`src/rtl/bls_pkg.sv`:
```
// shared types, codes and the microcode table of the bounded list store
// depends on nothing; imported by bounded_list_store

package bls_pkg;

	localparam int WORD_W    = 64;
	localparam int OP_W      = 3;
	localparam int STATUS_W  = 2;
	localparam int DEPTH_DEF = 16;

	typedef enum logic [OP_W-1:0] {
		OP_APPEND     = 3'd0,
		OP_PREPEND    = 3'd1,
		OP_READ_AT    = 3'd2,
		OP_READ_FIRST = 3'd3,
		OP_READ_LAST  = 3'd4,
		OP_FIND       = 3'd5
	} op_t;

	typedef enum logic [STATUS_W-1:0] {
		ST_OK    = 2'd0,
		ST_FULL  = 2'd1,
		ST_RANGE = 2'd2
	} status_t;

	// microcode step addresses
	typedef enum logic [4:0] {
		U_FETCH, U_APP, U_APP_WR, U_PRE, U_PRE_RD, U_PRE_SH, U_PRE_FIN,
		U_RAT, U_RFIRST, U_RLAST, U_RD_CAP, U_FIND, U_F_RD, U_F_CMP,
		U_F_HIT, U_FULL, U_RANGE, U_OUT
	} upc_t;

	typedef enum logic [2:0] {
		C_NEVER, C_FULL, C_EMPTY, C_IDX_OOR, C_PTR_ZERO, C_MATCH, C_SCAN_END,
		C_OUT_BUSY
	} cond_t;

	typedef enum logic [2:0] {
		RA_PTR, RA_PTR_UP, RA_PTR_DN, RA_IDX, RA_ZERO, RA_LAST
	} ra_sel_t;

	typedef enum logic [1:0] {
		WA_CNT, WA_PTR_UP, WA_ZERO
	} wa_sel_t;

	typedef enum logic {
		WD_VAL, WD_RD
	} wd_sel_t;

	typedef enum logic [2:0] {
		PTR_HOLD, PTR_ZERO, PTR_LAST, PTR_INC, PTR_DEC
	} ptr_op_t;

	typedef enum logic [2:0] {
		RES_NONE, RES_FULL, RES_RANGE, RES_DATA, RES_POS_PREV
	} res_t;

	// datapath conditions seen by the sequencer
	typedef struct packed {
		logic full;
		logic empty;
		logic idx_oor;
		logic ptr_zero;
		logic match;
		logic scan_end;
		logic out_busy;
	} flags_t;

	// one control word
	typedef struct packed {
		logic    disp;
		logic    emit;
		ra_sel_t ra;
		logic    we;
		wa_sel_t wa;
		wd_sel_t wd;
		ptr_op_t ptr_op;
		logic    cnt_inc;
		res_t    res;
		cond_t   cond_a;
		upc_t    tgt_a;
		cond_t   cond_b;
		upc_t    tgt_b;
		upc_t    tgt_else;
	} ctrl_t;

	// entry step of each request
	function automatic upc_t op_entry(logic [OP_W-1:0] op);
		upc_t e;
		unique case (op)
			OP_APPEND:     e = U_APP;
			OP_PREPEND:    e = U_PRE;
			OP_READ_AT:    e = U_RAT;
			OP_READ_FIRST: e = U_RFIRST;
			OP_READ_LAST:  e = U_RLAST;
			OP_FIND:       e = U_FIND;
			default:       e = U_RANGE;
		endcase
		return e;
	endfunction

	// microprogram
	function automatic ctrl_t ucode_rom(upc_t upc);
		ctrl_t w;
		w = '0;
		w.tgt_a    = U_FETCH;
		w.tgt_b    = U_FETCH;
		w.tgt_else = U_OUT;
		unique case (upc)
			U_FETCH: begin
				w.disp = 1'b1;
			end
			U_APP: begin
				w.cond_a = C_FULL;   w.tgt_a = U_FULL;
				w.tgt_else = U_APP_WR;
			end
			U_APP_WR: begin
				w.we = 1'b1; w.wa = WA_CNT; w.wd = WD_VAL; w.cnt_inc = 1'b1;
			end
			U_PRE: begin
				w.ptr_op = PTR_LAST;
				w.cond_a = C_FULL;   w.tgt_a = U_FULL;
				w.cond_b = C_EMPTY;  w.tgt_b = U_PRE_FIN;
				w.tgt_else = U_PRE_RD;
			end
			U_PRE_RD: begin
				w.ra = RA_PTR;
				w.tgt_else = U_PRE_SH;
			end
			U_PRE_SH: begin
				w.we = 1'b1; w.wa = WA_PTR_UP; w.wd = WD_RD;
				w.ra = RA_PTR_DN; w.ptr_op = PTR_DEC;
				w.cond_a = C_PTR_ZERO; w.tgt_a = U_PRE_FIN;
				w.tgt_else = U_PRE_SH;
			end
			U_PRE_FIN: begin
				w.we = 1'b1; w.wa = WA_ZERO; w.wd = WD_VAL; w.cnt_inc = 1'b1;
			end
			U_RAT: begin
				w.ra = RA_IDX;
				w.cond_a = C_IDX_OOR; w.tgt_a = U_RANGE;
				w.tgt_else = U_RD_CAP;
			end
			U_RFIRST: begin
				w.ra = RA_ZERO;
				w.cond_a = C_EMPTY;  w.tgt_a = U_RANGE;
				w.tgt_else = U_RD_CAP;
			end
			U_RLAST: begin
				w.ra = RA_LAST;
				w.cond_a = C_EMPTY;  w.tgt_a = U_RANGE;
				w.tgt_else = U_RD_CAP;
			end
			U_RD_CAP: begin
				w.res = RES_DATA;
			end
			U_FIND: begin
				w.ptr_op = PTR_ZERO;
				w.cond_a = C_EMPTY;  w.tgt_a = U_OUT;
				w.tgt_else = U_F_RD;
			end
			U_F_RD: begin
				w.ra = RA_PTR;
				w.tgt_else = U_F_CMP;
			end
			U_F_CMP: begin
				w.ra = RA_PTR_UP; w.ptr_op = PTR_INC;
				w.cond_a = C_MATCH;    w.tgt_a = U_F_HIT;
				w.cond_b = C_SCAN_END; w.tgt_b = U_OUT;
				w.tgt_else = U_F_CMP;
			end
			U_F_HIT: begin
				w.res = RES_POS_PREV;
			end
			U_FULL: begin
				w.res = RES_FULL;
			end
			U_RANGE: begin
				w.res = RES_RANGE;
			end
			U_OUT: begin
				w.emit = 1'b1;
				w.cond_a = C_OUT_BUSY; w.tgt_a = U_OUT;
				w.tgt_else = U_FETCH;
			end
			default: begin
				w.tgt_else = U_FETCH;
			end
		endcase
		return w;
	endfunction

endpackage

```
`src/rtl/bls_ram.sv`:
```
// generic simple dual-port ram: one write port, one read port, registered read
// depends on nothing

module bls_ram #(
	parameter int WIDTH = 64,
	parameter int DEPTH = 16,
	localparam int AW = (DEPTH > 1) ? $clog2(DEPTH) : 1
) (
	input  logic             clk,
	input  logic             we,
	input  logic [AW-1:0]    waddr,
	input  logic [WIDTH-1:0] wdata,
	input  logic [AW-1:0]    raddr,
	output logic [WIDTH-1:0] rdata
);

	logic [WIDTH-1:0] mem [DEPTH];

	always_ff @(posedge clk) begin
		if (we) begin
			mem[waddr] <= wdata;
		end
		rdata <= mem[raddr];
	end

endmodule

```
`src/rtl/bounded_list_store.sv`:
```
// bounded list store: append, prepend, reads and find each return one result, as do
// full or range errors; an unknown op returns a range error and a find on an empty
// list returns no match; the next request is taken only after the result is loaded,
// one request at a time
// prepend moves and find compares one entry per cycle through the single ram read port;
// async reset clears count, sequencer and output valid, entry storage is not cleared

module bounded_list_store #(
	parameter int DEPTH = bls_pkg::DEPTH_DEF,
	localparam int IDX_W = $clog2(DEPTH),
	localparam int CNT_W = $clog2(DEPTH + 1),
	localparam int POS_W = IDX_W + 1,
	localparam int S_TDATA_W = ((bls_pkg::WORD_W + IDX_W + 7) / 8) * 8,
	localparam int M_TDATA_W =
		((bls_pkg::WORD_W + POS_W + bls_pkg::STATUS_W + CNT_W + 7) / 8) * 8
) (
	input  logic                     clk,
	input  logic                     arst_n,
	// request stream
	input  logic                     s_tvalid,
	output logic                     s_tready,
	input  logic [S_TDATA_W-1:0]     s_tdata,  // value, index, zero pad
	input  logic [bls_pkg::OP_W-1:0] s_tuser,  // op
	// result stream
	output logic                     m_tvalid,
	input  logic                     m_tready,
	output logic [M_TDATA_W-1:0]     m_tdata   // data, position, status, count, zero pad
);

	import bls_pkg::*;

	// sequencer
	upc_t   upc_q, upc_d;
	ctrl_t  ctrl;
	flags_t flg;
	logic   s_xfer;
	logic   emit_load;

	// datapath registers
	logic [WORD_W-1:0] val_q;
	logic [IDX_W-1:0]  idx_q;
	logic [IDX_W-1:0]  ptr_q;
	logic [CNT_W-1:0]  cnt_q;
	logic [CNT_W-1:0]  cnt_m1;
	logic [WORD_W-1:0] data_q;
	logic [POS_W-1:0]  pos_q;
	status_t           status_q;
	logic              m_tvalid_q;
	logic [M_TDATA_W-1:0] out_q;

	// entry ram ports
	logic              ram_we;
	logic [IDX_W-1:0]  ram_waddr;
	logic [WORD_W-1:0] ram_wdata;
	logic [IDX_W-1:0]  ram_raddr;
	logic [WORD_W-1:0] ram_rdata;

	function automatic logic cond_eval(cond_t c, flags_t f);
		logic r;
		unique case (c)
			C_NEVER:    r = 1'b0;
			C_FULL:     r = f.full;
			C_EMPTY:    r = f.empty;
			C_IDX_OOR:  r = f.idx_oor;
			C_PTR_ZERO: r = f.ptr_zero;
			C_MATCH:    r = f.match;
			C_SCAN_END: r = f.scan_end;
			C_OUT_BUSY: r = f.out_busy;
			default:    r = 1'b0;
		endcase
		return r;
	endfunction

	// control word for the current step
	assign ctrl = ucode_rom(upc_q);

	assign s_tready  = ctrl.disp;
	assign s_xfer    = s_tvalid & s_tready;
	assign cnt_m1    = cnt_q - CNT_W'(1);

	// condition flags from the datapath
	assign flg.full     = (cnt_q == CNT_W'(DEPTH));
	assign flg.empty    = (cnt_q == '0);
	assign flg.idx_oor  = (CNT_W'(idx_q) >= cnt_q);
	assign flg.ptr_zero = (ptr_q == '0);
	assign flg.match    = (ram_rdata == val_q);
	assign flg.scan_end = ((CNT_W'(ptr_q) + CNT_W'(1)) == cnt_q);
	assign flg.out_busy = m_tvalid_q & ~m_tready;

	// result register loads when the output slot is free or draining
	assign emit_load = ctrl.emit & ~flg.out_busy;

	// next step: dispatch on op in fetch, else two conditional jumps and a fallthrough
	always_comb begin
		if (ctrl.disp) begin
			upc_d = s_xfer ? op_entry(s_tuser) : U_FETCH;
		end else if (cond_eval(ctrl.cond_a, flg)) begin
			upc_d = ctrl.tgt_a;
		end else if (cond_eval(ctrl.cond_b, flg)) begin
			upc_d = ctrl.tgt_b;
		end else begin
			upc_d = ctrl.tgt_else;
		end
	end

	// ram read address
	always_comb begin
		unique case (ctrl.ra)
			RA_PTR:    ram_raddr = ptr_q;
			RA_PTR_UP: ram_raddr = ptr_q + IDX_W'(1);
			RA_PTR_DN: ram_raddr = ptr_q - IDX_W'(1);
			RA_IDX:    ram_raddr = idx_q;
			RA_ZERO:   ram_raddr = '0;
			RA_LAST:   ram_raddr = cnt_m1[IDX_W-1:0];
			default:   ram_raddr = ptr_q;
		endcase
	end

	// ram write address and data
	always_comb begin
		ram_we = ctrl.we;
		unique case (ctrl.wa)
			WA_CNT:    ram_waddr = cnt_q[IDX_W-1:0];
			WA_PTR_UP: ram_waddr = ptr_q + IDX_W'(1);
			WA_ZERO:   ram_waddr = '0;
			default:   ram_waddr = '0;
		endcase
		ram_wdata = (ctrl.wd == WD_RD) ? ram_rdata : val_q;
	end

	bls_ram #(
		.WIDTH (WORD_W),
		.DEPTH (DEPTH)
	) u_entries (
		.clk   (clk),
		.we    (ram_we),
		.waddr (ram_waddr),
		.wdata (ram_wdata),
		.raddr (ram_raddr),
		.rdata (ram_rdata)
	);

	// control state: step counter, entry count, output valid
	always_ff @(posedge clk or negedge arst_n) begin
		if (!arst_n) begin
			upc_q      <= U_FETCH;
			cnt_q      <= '0;
			m_tvalid_q <= 1'b0;
		end else begin
			upc_q <= upc_d;
			if (ctrl.cnt_inc) begin
				cnt_q <= cnt_q + CNT_W'(1);
			end
			if (emit_load) begin
				m_tvalid_q <= 1'b1;
			end else if (m_tready) begin
				m_tvalid_q <= 1'b0;
			end
		end
	end

	// payload: request latch, scan pointer, result fields, output register
	always_ff @(posedge clk) begin
		if (s_xfer) begin
			val_q    <= s_tdata[WORD_W-1:0];
			idx_q    <= s_tdata[WORD_W +: IDX_W];
			data_q   <= '0;
			pos_q    <= '1;  // no match
			status_q <= ST_OK;
		end else begin
			unique case (ctrl.res)
				RES_NONE:     ;
				RES_FULL:     status_q <= ST_FULL;
				RES_RANGE:    status_q <= ST_RANGE;
				RES_DATA:     data_q   <= ram_rdata;
				// pointer already stepped past the matching entry
				RES_POS_PREV: pos_q    <= {1'b0, ptr_q - IDX_W'(1)};
				default:      ;
			endcase
		end

		unique case (ctrl.ptr_op)
			PTR_HOLD: ;
			PTR_ZERO: ptr_q <= '0;
			PTR_LAST: ptr_q <= cnt_m1[IDX_W-1:0];
			PTR_INC:  ptr_q <= ptr_q + IDX_W'(1);
			PTR_DEC:  ptr_q <= ptr_q - IDX_W'(1);
			default:  ;
		endcase

		if (emit_load) begin
			out_q <= M_TDATA_W'({cnt_q, status_q, pos_q, data_q});
		end
	end

	assign m_tvalid = m_tvalid_q;
	assign m_tdata  = out_q;

	// count never passes capacity
	a_cnt_bound: assert property (@(posedge clk) disable iff (!arst_n)
		cnt_q <= CNT_W'(DEPTH))
		else $error("entry count above capacity");

	// a full status is only reported on a full list
	a_full_status: assert property (@(posedge clk) disable iff (!arst_n)
		(emit_load && status_q == ST_FULL) |-> flg.full)
		else $error("full status with free entries");

	// sequencer leaves fetch only on a request transfer
	a_fetch_hold: assert property (@(posedge clk) disable iff (!arst_n)
		(upc_q == U_FETCH && !s_xfer) |=> (upc_q == U_FETCH))
		else $error("sequencer left fetch without a request");

	// the count moves only by one per step
	a_cnt_step: assert property (@(posedge clk) disable iff (!arst_n)
		!ctrl.cnt_inc |=> (cnt_q == $past(cnt_q)))
		else $error("entry count changed without an insert");

endmodule
```
`config.mk`:
```
export PLATFORM = sky130hd
export DESIGN_NAME = bounded_list_store
export DESIGN_NICKNAME = d
export VERILOG_FILES = /design/src/rtl/bls_pkg.sv /design/src/rtl/bls_ram.sv /design/src/rtl/bounded_list_store.sv
export SDC_FILE = /design/constraint.sdc
export NUM_CORES = 2
export LEC_CHECK = 0
export ABC_CLOCK_PERIOD_IN_PS = 6300
export BUFFER_PORTS_ARGS = -buffer_cell sky130_fd_sc_hd__buf_2
export CAP_MARGIN = 20
export CORE_ASPECT_RATIO = 1.5
export CORE_MARGIN = 5
export CORE_UTILIZATION = 62
export CTS_CLUSTER_SIZE = 30
export DETAILED_ROUTE_END_ITERATION = 8
export HOLD_SLACK_MARGIN = 0.05
export PLACE_DENSITY = 0.8
export SLEW_MARGIN = 20
export SYNTH_ARGS = -nofsm -noshare
export SYNTH_HDL_FRONTEND = slang
export SYNTH_SLANG_ARGS = --single-unit
```
`constraint.sdc`:
```
create_clock -name clk -period 6.3 [get_ports clk]
set_input_delay 0.63 -clock clk [delete_from_list [all_inputs] [get_ports clk]]
set_output_delay 0.63 -clock clk [all_outputs]
set_load 0.05 [all_outputs]
```
Word level (Yosys, flattened, before mapping)

Memories as Yosys holds them, arrays and structs flattened. A register that Yosys moved wholly into a read port is not among the register bits.
Cells that the tools add are included.
W data, S select, Z words.

Add/subtract/negate cells: 5
Order comparisons: 1
Eq/ne operators: 53
Muxes and demuxes: 29
Bitwise logic cells: 5
Reduce and logical (&&, ||, !) cells: 17

Operator list:

| cell                 | count |
|---|---|
| $eq A64 B64 Y1       | 1 |
| $mux W64             | 1 |
| $pmux W8 S7          | 1 |
| $eq A3 B3 Y1 const B | 14 |
| $eq A5 B4 Y1 const B | 8 |
| $eq A3 B2 Y1 const B | 12 |
| $pmux W5 S7          | 1 |
| $pmux W5 S6          | 1 |
| $pmux W3 S4          | 2 |
| $eq A5 B3 Y1 const B | 4 |
| $mux W5              | 4 |
| $pmux W4 S5          | 1 |
| $eq A3 B1 Y1 const B | 6 |
| $pmux W1 S8          | 2 |
| $pmux W4 S4          | 1 |
| $pmux W8 S2          | 1 |
| $eq A5 B5 Y1 const B | 3 |
| $pmux W3 S5          | 1 |
| $pmux W4 S3          | 1 |
| $eq A5 B2 Y1 const B | 2 |
| $logic_not A5 Y1     | 2 |
| $mux W1              | 10 |
| $reduce_or A2 Y1     | 5 |
| $logic_not A3 Y1     | 3 |
| 18 further kinds     | 23 |

Register bits: 230
RAM bits: 1024
Bits of input ports: 79
Output and inout port bits: 82
Logic and storage cells: 121
Memories: 1

Memories:

| memory        | depth | bits a word | rd ports | clocked after Yosys merged registers in | wr ports | RTL line      | source |
|---|---|---|---|---|---|---|---|
| u_entries.mem | 16    | 64          | 1        | 1                                       | 1        | bls_ram.sv:17 | `logic [WIDTH-1:0] mem [DEPTH];` |

Longest topological paths before layout

Word-level depth: 11
Depth in mapped cells: 15
Mapped depth without buffers: 9

Hierarchy

A second synthesis with hierarchy kept.

Cell total of the unflattened synthesis: 2598
Area, all modules: 49446.2 um^2

Modules (own cells, without submodules):

| module             | times used | cells an instance | area an instance (um^2) | seq. area each (um^2) |
|---|---|---|---|---|
| bls_ram            | 1          | 1647              | 39583.0                 | 32030.7 |
| bounded_list_store | 1          | 951               | 9863.2                  | 6140.9 |

Worst setup path after synthesis

No wires, ideal clock.

Path kind: register -> register
Start: reg upc_q[0]
End: mem u_entries.mem[9][0] (enable)
Library setup time: 0.486 ns
Data arrival time: 4.490 ns
Required time: 5.814 ns
Slack: 1.323 ns
Cell stages (with the launch flop): 8
Buffers on the path: 2
Period minus slack after synthesis: 4.977 ns
Cells stage by stage: dfrtp_1 -> buf_4 -> clkbuf_1 -> nor4_1 -> nor2_1 -> o21ai_0 -> nand2_1 -> nor2_1

Word-level cells in the longest chain between the ends: 4
Elaborated cells between the ends (all ways): 9
Those cells by class: eq/ne (4); mux (4); reduce/logical (1)

RTL lines:

| element                                             | RTL line                                 | source |
|---|---|---|
| start: declaration                                  | bounded_list_store.sv:33                 | `upc_t upc_q, upc_d;` |
| start signal: assignment                            | bounded_list_store.sv:150                | `upc_q <= upc_d;` |
| $eq A5 B3 Y1 / $eq A5 B2 Y1 (equally long branches) | bls_pkg.sv:109                           | `unique case (upc)` |
| $pmux W4 S3 (*)                                     | bls_pkg.sv:109                           |  |
| $eq A2 B1 Y1 (tied with other cells)                | bounded_list_store.sv:122                | `unique case (ctrl.wa)` |
| $pmux W4 S2 / $mux W1 (equally long branches)       | bounded_list_store.sv:122, bls_ram.sv:21 |  |
| end: declaration                                    | bls_ram.sv:17                            |  |

Every way passes the cells marked *; elsewhere a longest branch is shown, timed or not.

Final worst setup path

Start: reg upc_q[2]
End: reg u_entries.rdata[58] (read register of u_entries.mem)

Word-level cells in the longest chain between the ends: 4
Elaborated cells between the ends (all ways): 12
Those cells by class: eq/ne (10); mux (2)

RTL lines:

| element                                             | RTL line                  | source |
|---|---|---|
| $eq A5 B4 Y1 / $eq A5 B3 Y1 (equally long branches) | bls_pkg.sv:109            |  |
| $pmux W3 S5 (*)                                     | bls_pkg.sv:109            |  |
| $eq A3 B3 Y1 (tied with other cells)                | bounded_list_store.sv:108 | `unique case (ctrl.ra)` |
| $pmux W4 S5 (*)                                     | bounded_list_store.sv:108 |  |
| end: declaration                                    | bls_ram.sv:14             | `output logic [WIDTH-1:0] rdata` |

Marks and branches as above.
A chain may end at the register's enable or synchronous reset.

==> flow_metrics.tcl <==
set metrics [dict create \
    run_status "finished clean" \
    cts_buffers 113 \
    die_x_um 243 \
    ff_latch_area_um2 38200 \
    grt_use_total_pct 30.3 \
    grt_first_pass_wirelength_um 197000 \
    post_synth_top_flop "sky130_fd_sc_hd__edfxtp_1" \
    first_pass_iters 6 \
    slew_headroom_pct 20.1 \
    post_synth.cell_area_avg_um2 16.1 \
    design.portCount 161 \
    fin_skew_ns 0.0336 \
    achievable-frequency_ghz 0.208 \
    drive_gt1_share_pct 16.7 \
    worstSetupStartpointType "flop" \
    slowest_delay_ns 0.82 \
    grt_overflow 0 \
    finalSetupViolCount 0 \
    syn-instance-count 3130 \
    number_of_register_bits_inferred_by_synthesis 1318 \
    totalPowerFinal_mw 26.7 \
    cts_root_buffer "sky130_fd_sc_hd__clkbuf_16" \
    worst-endpoint-required_ns 6.95 \
    num-fill-cells 4755 \
    wl_um 135000 \
    cts_num_sinks 1318 \
    ant_nets 0 \
    starting_density_of_the_core_pct 62.2 \
    grt_antenna_before_repair 3 \
    clkSlewWorstSetupHoldPaths_ns 0.06 \
    finalWorstPathRequiredPeriod_ns 4.80 \
    max_buffers_root_to_sink 3 \
    utilization_pct 70.0 \
    drc 0 \
    synth_cell_type_count 63 \
    placement_rows 128 \
    post_synth_instance_area_um2 50400 \
    grt_pass1_vias 30617 \
    worstSkewPairLatency_ns 0.72 \
    finalNetCount 3356 \
    power_density_nw_per_um2 470 \
    final_min_period_over_clock_period_pct 76.1 \
    cellLeakagePower_nw 19.4 \
    tritoncts "done" \
    detailroute.via_count 30389 \
    setup.worst_path.class "reg2reg" \
    yosysSeqAreaShare_pct 75.7 \
    routabilityCongestion 0.904 \
    synth_edf_count 1172 \
    vias_per_instance 6.90 \
    path_cells "nor2b_1 -> nand3_4 -> o22a_1 -> o211a_1 -> nor2_4 -> buf_4 -> a22o_1 -> a211o_1" \
    cts_resized 0 \
    setup_tns_ns 0 \
    design.die.area_um2 87300 \
    drt-wirelength-per-cell_um 30.6 \
    critical_path_peak_fanout 42 \
    worstPathArrival_ns 5.45 \
    placement.io_buffers 152 \
    finalMaxSlewViolations 0 \
    depth_of_the_cts_h_tree 3 \
    setup.worst_path.end_class "flop" \
    fp.dieH_um 359 \
    final_hold_viol_count 0 \
    yosys_warnings 0 \
    asyncSetResetFlopFracSynth_pct 0.835 \
    grt_setup_unrepaired "no" \
    core-area_um2 81000 \
    drv_cap 0 \
    vdd_drop_max_v 0.000371 \
    largest_net_degree_at_the_start_of_global_routing 155 \
    multi_input_area_um2 11500 \
    slew_worst_pin_ns 1.19 \
    drt_iter0_markers 4476 \
    min_path_type "in2reg" \
    syn_to_final_growth_pct 12.5 \
    critPathSlowestCell "sky130_fd_sc_hd__buf_4" \
    post-dp-hpwl_um 70100 \
]
==> cells in the mapped netlist (10+ instances only) <==
cell,count,area share [%]
sky130_fd_sc_hd__a211o_1,68,1.2
sky130_fd_sc_hd__a211oi_1,130,1.9
sky130_fd_sc_hd__a21oi_1,71,0.70
sky130_fd_sc_hd__a22o_1,64,1.1
sky130_fd_sc_hd__a311oi_1,64,1.1
sky130_fd_sc_hd__a31oi_1,66,0.82
sky130_fd_sc_hd__and3_1,132,1.6
sky130_fd_sc_hd__buf_2,15,0.15
sky130_fd_sc_hd__buf_4,16,0.24
sky130_fd_sc_hd__clkbuf_1,162,1.2
sky130_fd_sc_hd__dfrtp_1,11,0.55
sky130_fd_sc_hd__dfxtp_1,135,5.4
sky130_fd_sc_hd__edfxtp_1,1172,70
sky130_fd_sc_hd__inv_1,10,0.074
sky130_fd_sc_hd__mux4_2,128,5.7
sky130_fd_sc_hd__nand2_1,614,4.6
sky130_fd_sc_hd__nand3_1,10,0.099
sky130_fd_sc_hd__nand4_1,14,0.17
sky130_fd_sc_hd__nor2_1,33,0.25
sky130_fd_sc_hd__nor4_1,16,0.20
sky130_fd_sc_hd__o211ai_1,10,0.15
sky130_fd_sc_hd__o21ai_0,11,0.11
sky130_fd_sc_hd__xnor2_1,35,0.61
sky130_fd_sc_hd__xor2_1,43,0.75
==> cell type report <==
class	count	share of cell area (%)
clock inverter	59	1.25
multi-input combinational	1594	20.3
inverter	12	0.0882
clock buffer	154	5.72
tap	1040	2.29
sequential	1318	67.3
antenna	1	0.00441
timing repair buffer	229	3.07
==> report_power, final <==
| group | internal, mW | switching (mW) |
|---|---|---|
| registers | 11.0 | 0.721 |
| logic | 2.65 | 5.03 |
| clock network | 4.17 | 3.14 |
==> layout by cell type, fill, tap and decap left out, drive strengths merged, types with 66 or more instances in the layout <==
cell,Yosys,routed
a211o,68,68
a211oi,130,130
a21oi,71,71
a31oi,66,66
and3,132,132
buf,46,206
clkbuf,163,154
dfxtp,135,135
edfxtp,1172,1172
mux4,128,128
nand2,614,614
==> flip-flops by register name (all words and copies together), names as in the netlist <==
name and count:
u_entries.mem 1024, m_tdata 76, data_q 64, u_entries.rdata 64, val_q 64, cnt_q 5, pos_q 5, upc_q 5
idx_q 4, ptr_q 4, status_q 2, m_tvalid 1
==> critical path, delay by kind of cell, from the launching register on <==
kind | cells | cell delay, ns
simple gates | 3 | 2.02
compound gates | 4 | 1.09
buf+inv | 1 | 0.82
flops | 1 | 0.70
==> cell families after synthesis <==
group	after synthesis	synth area share (%)
flops	1318	75.7
compound gates	513	7.60
simple gates	859	7.43
buf+inv	221	1.94
fa+ha+maj	9	0.223
xor+xnor	78	1.35
other cells	1	0.00743
mux	131	5.77
==> final timing paths <==
| check | start | end | slack [ns] | cells after the start |
|---|---|---|---|---|
| max in group asynchronous | arst_n | upc_q[4] | 5.71 | 2 |
| min | s_tdata[27] | val_q[27] | 0.1 | 1 |
| max reg2reg | upc_q[2] | u_entries.rdata[58] | 1.50 | 8 |
| min in group asynchronous | arst_n | cnt_q[2] | 0.34 | 2 |
| min reg2reg | data_q[42] | m_tdata[42] | 0.42 | 0 |
| max | upc_q[2] | u_entries.rdata[58] | 1.50 | 8 |
==> layer usage <==
| metal | global-route usage, % | up-vias | part of all wire, % |
|---|---|---|---|
| li1 | - | 12413 | - |
| met1 | 40.0 | 15025 | 34 |
| met2 | 49.5 | 2523 | 49 |
| met3 | 6.31 | 426 | 13 |
| met4 | 13.2 | 2 | 4.7 |
| met5 | 0 | - | 0.0097 |
==> timing repair <==
action	4_1_cts	5_1_grt
endpoints found under the hold margin	33	0
hold buffers	23	0
setup buffers	0	0
==> metrics by stage <==
step	setup WS, ns	hold WS (ns)	cells	instance area [um2]
finish	1.50	0.0981	4407	56700
floorplan	1.32	0.334	3133	50500
CTS	1.61	0.0502	4405	56700
global placement	1.71	0.414	4168	52500
detailed placement	1.67	0.414	4169	52500
global route	1.37	0.0691	4406	56700
No activity file was read; power rests on OpenSTA's default activity.
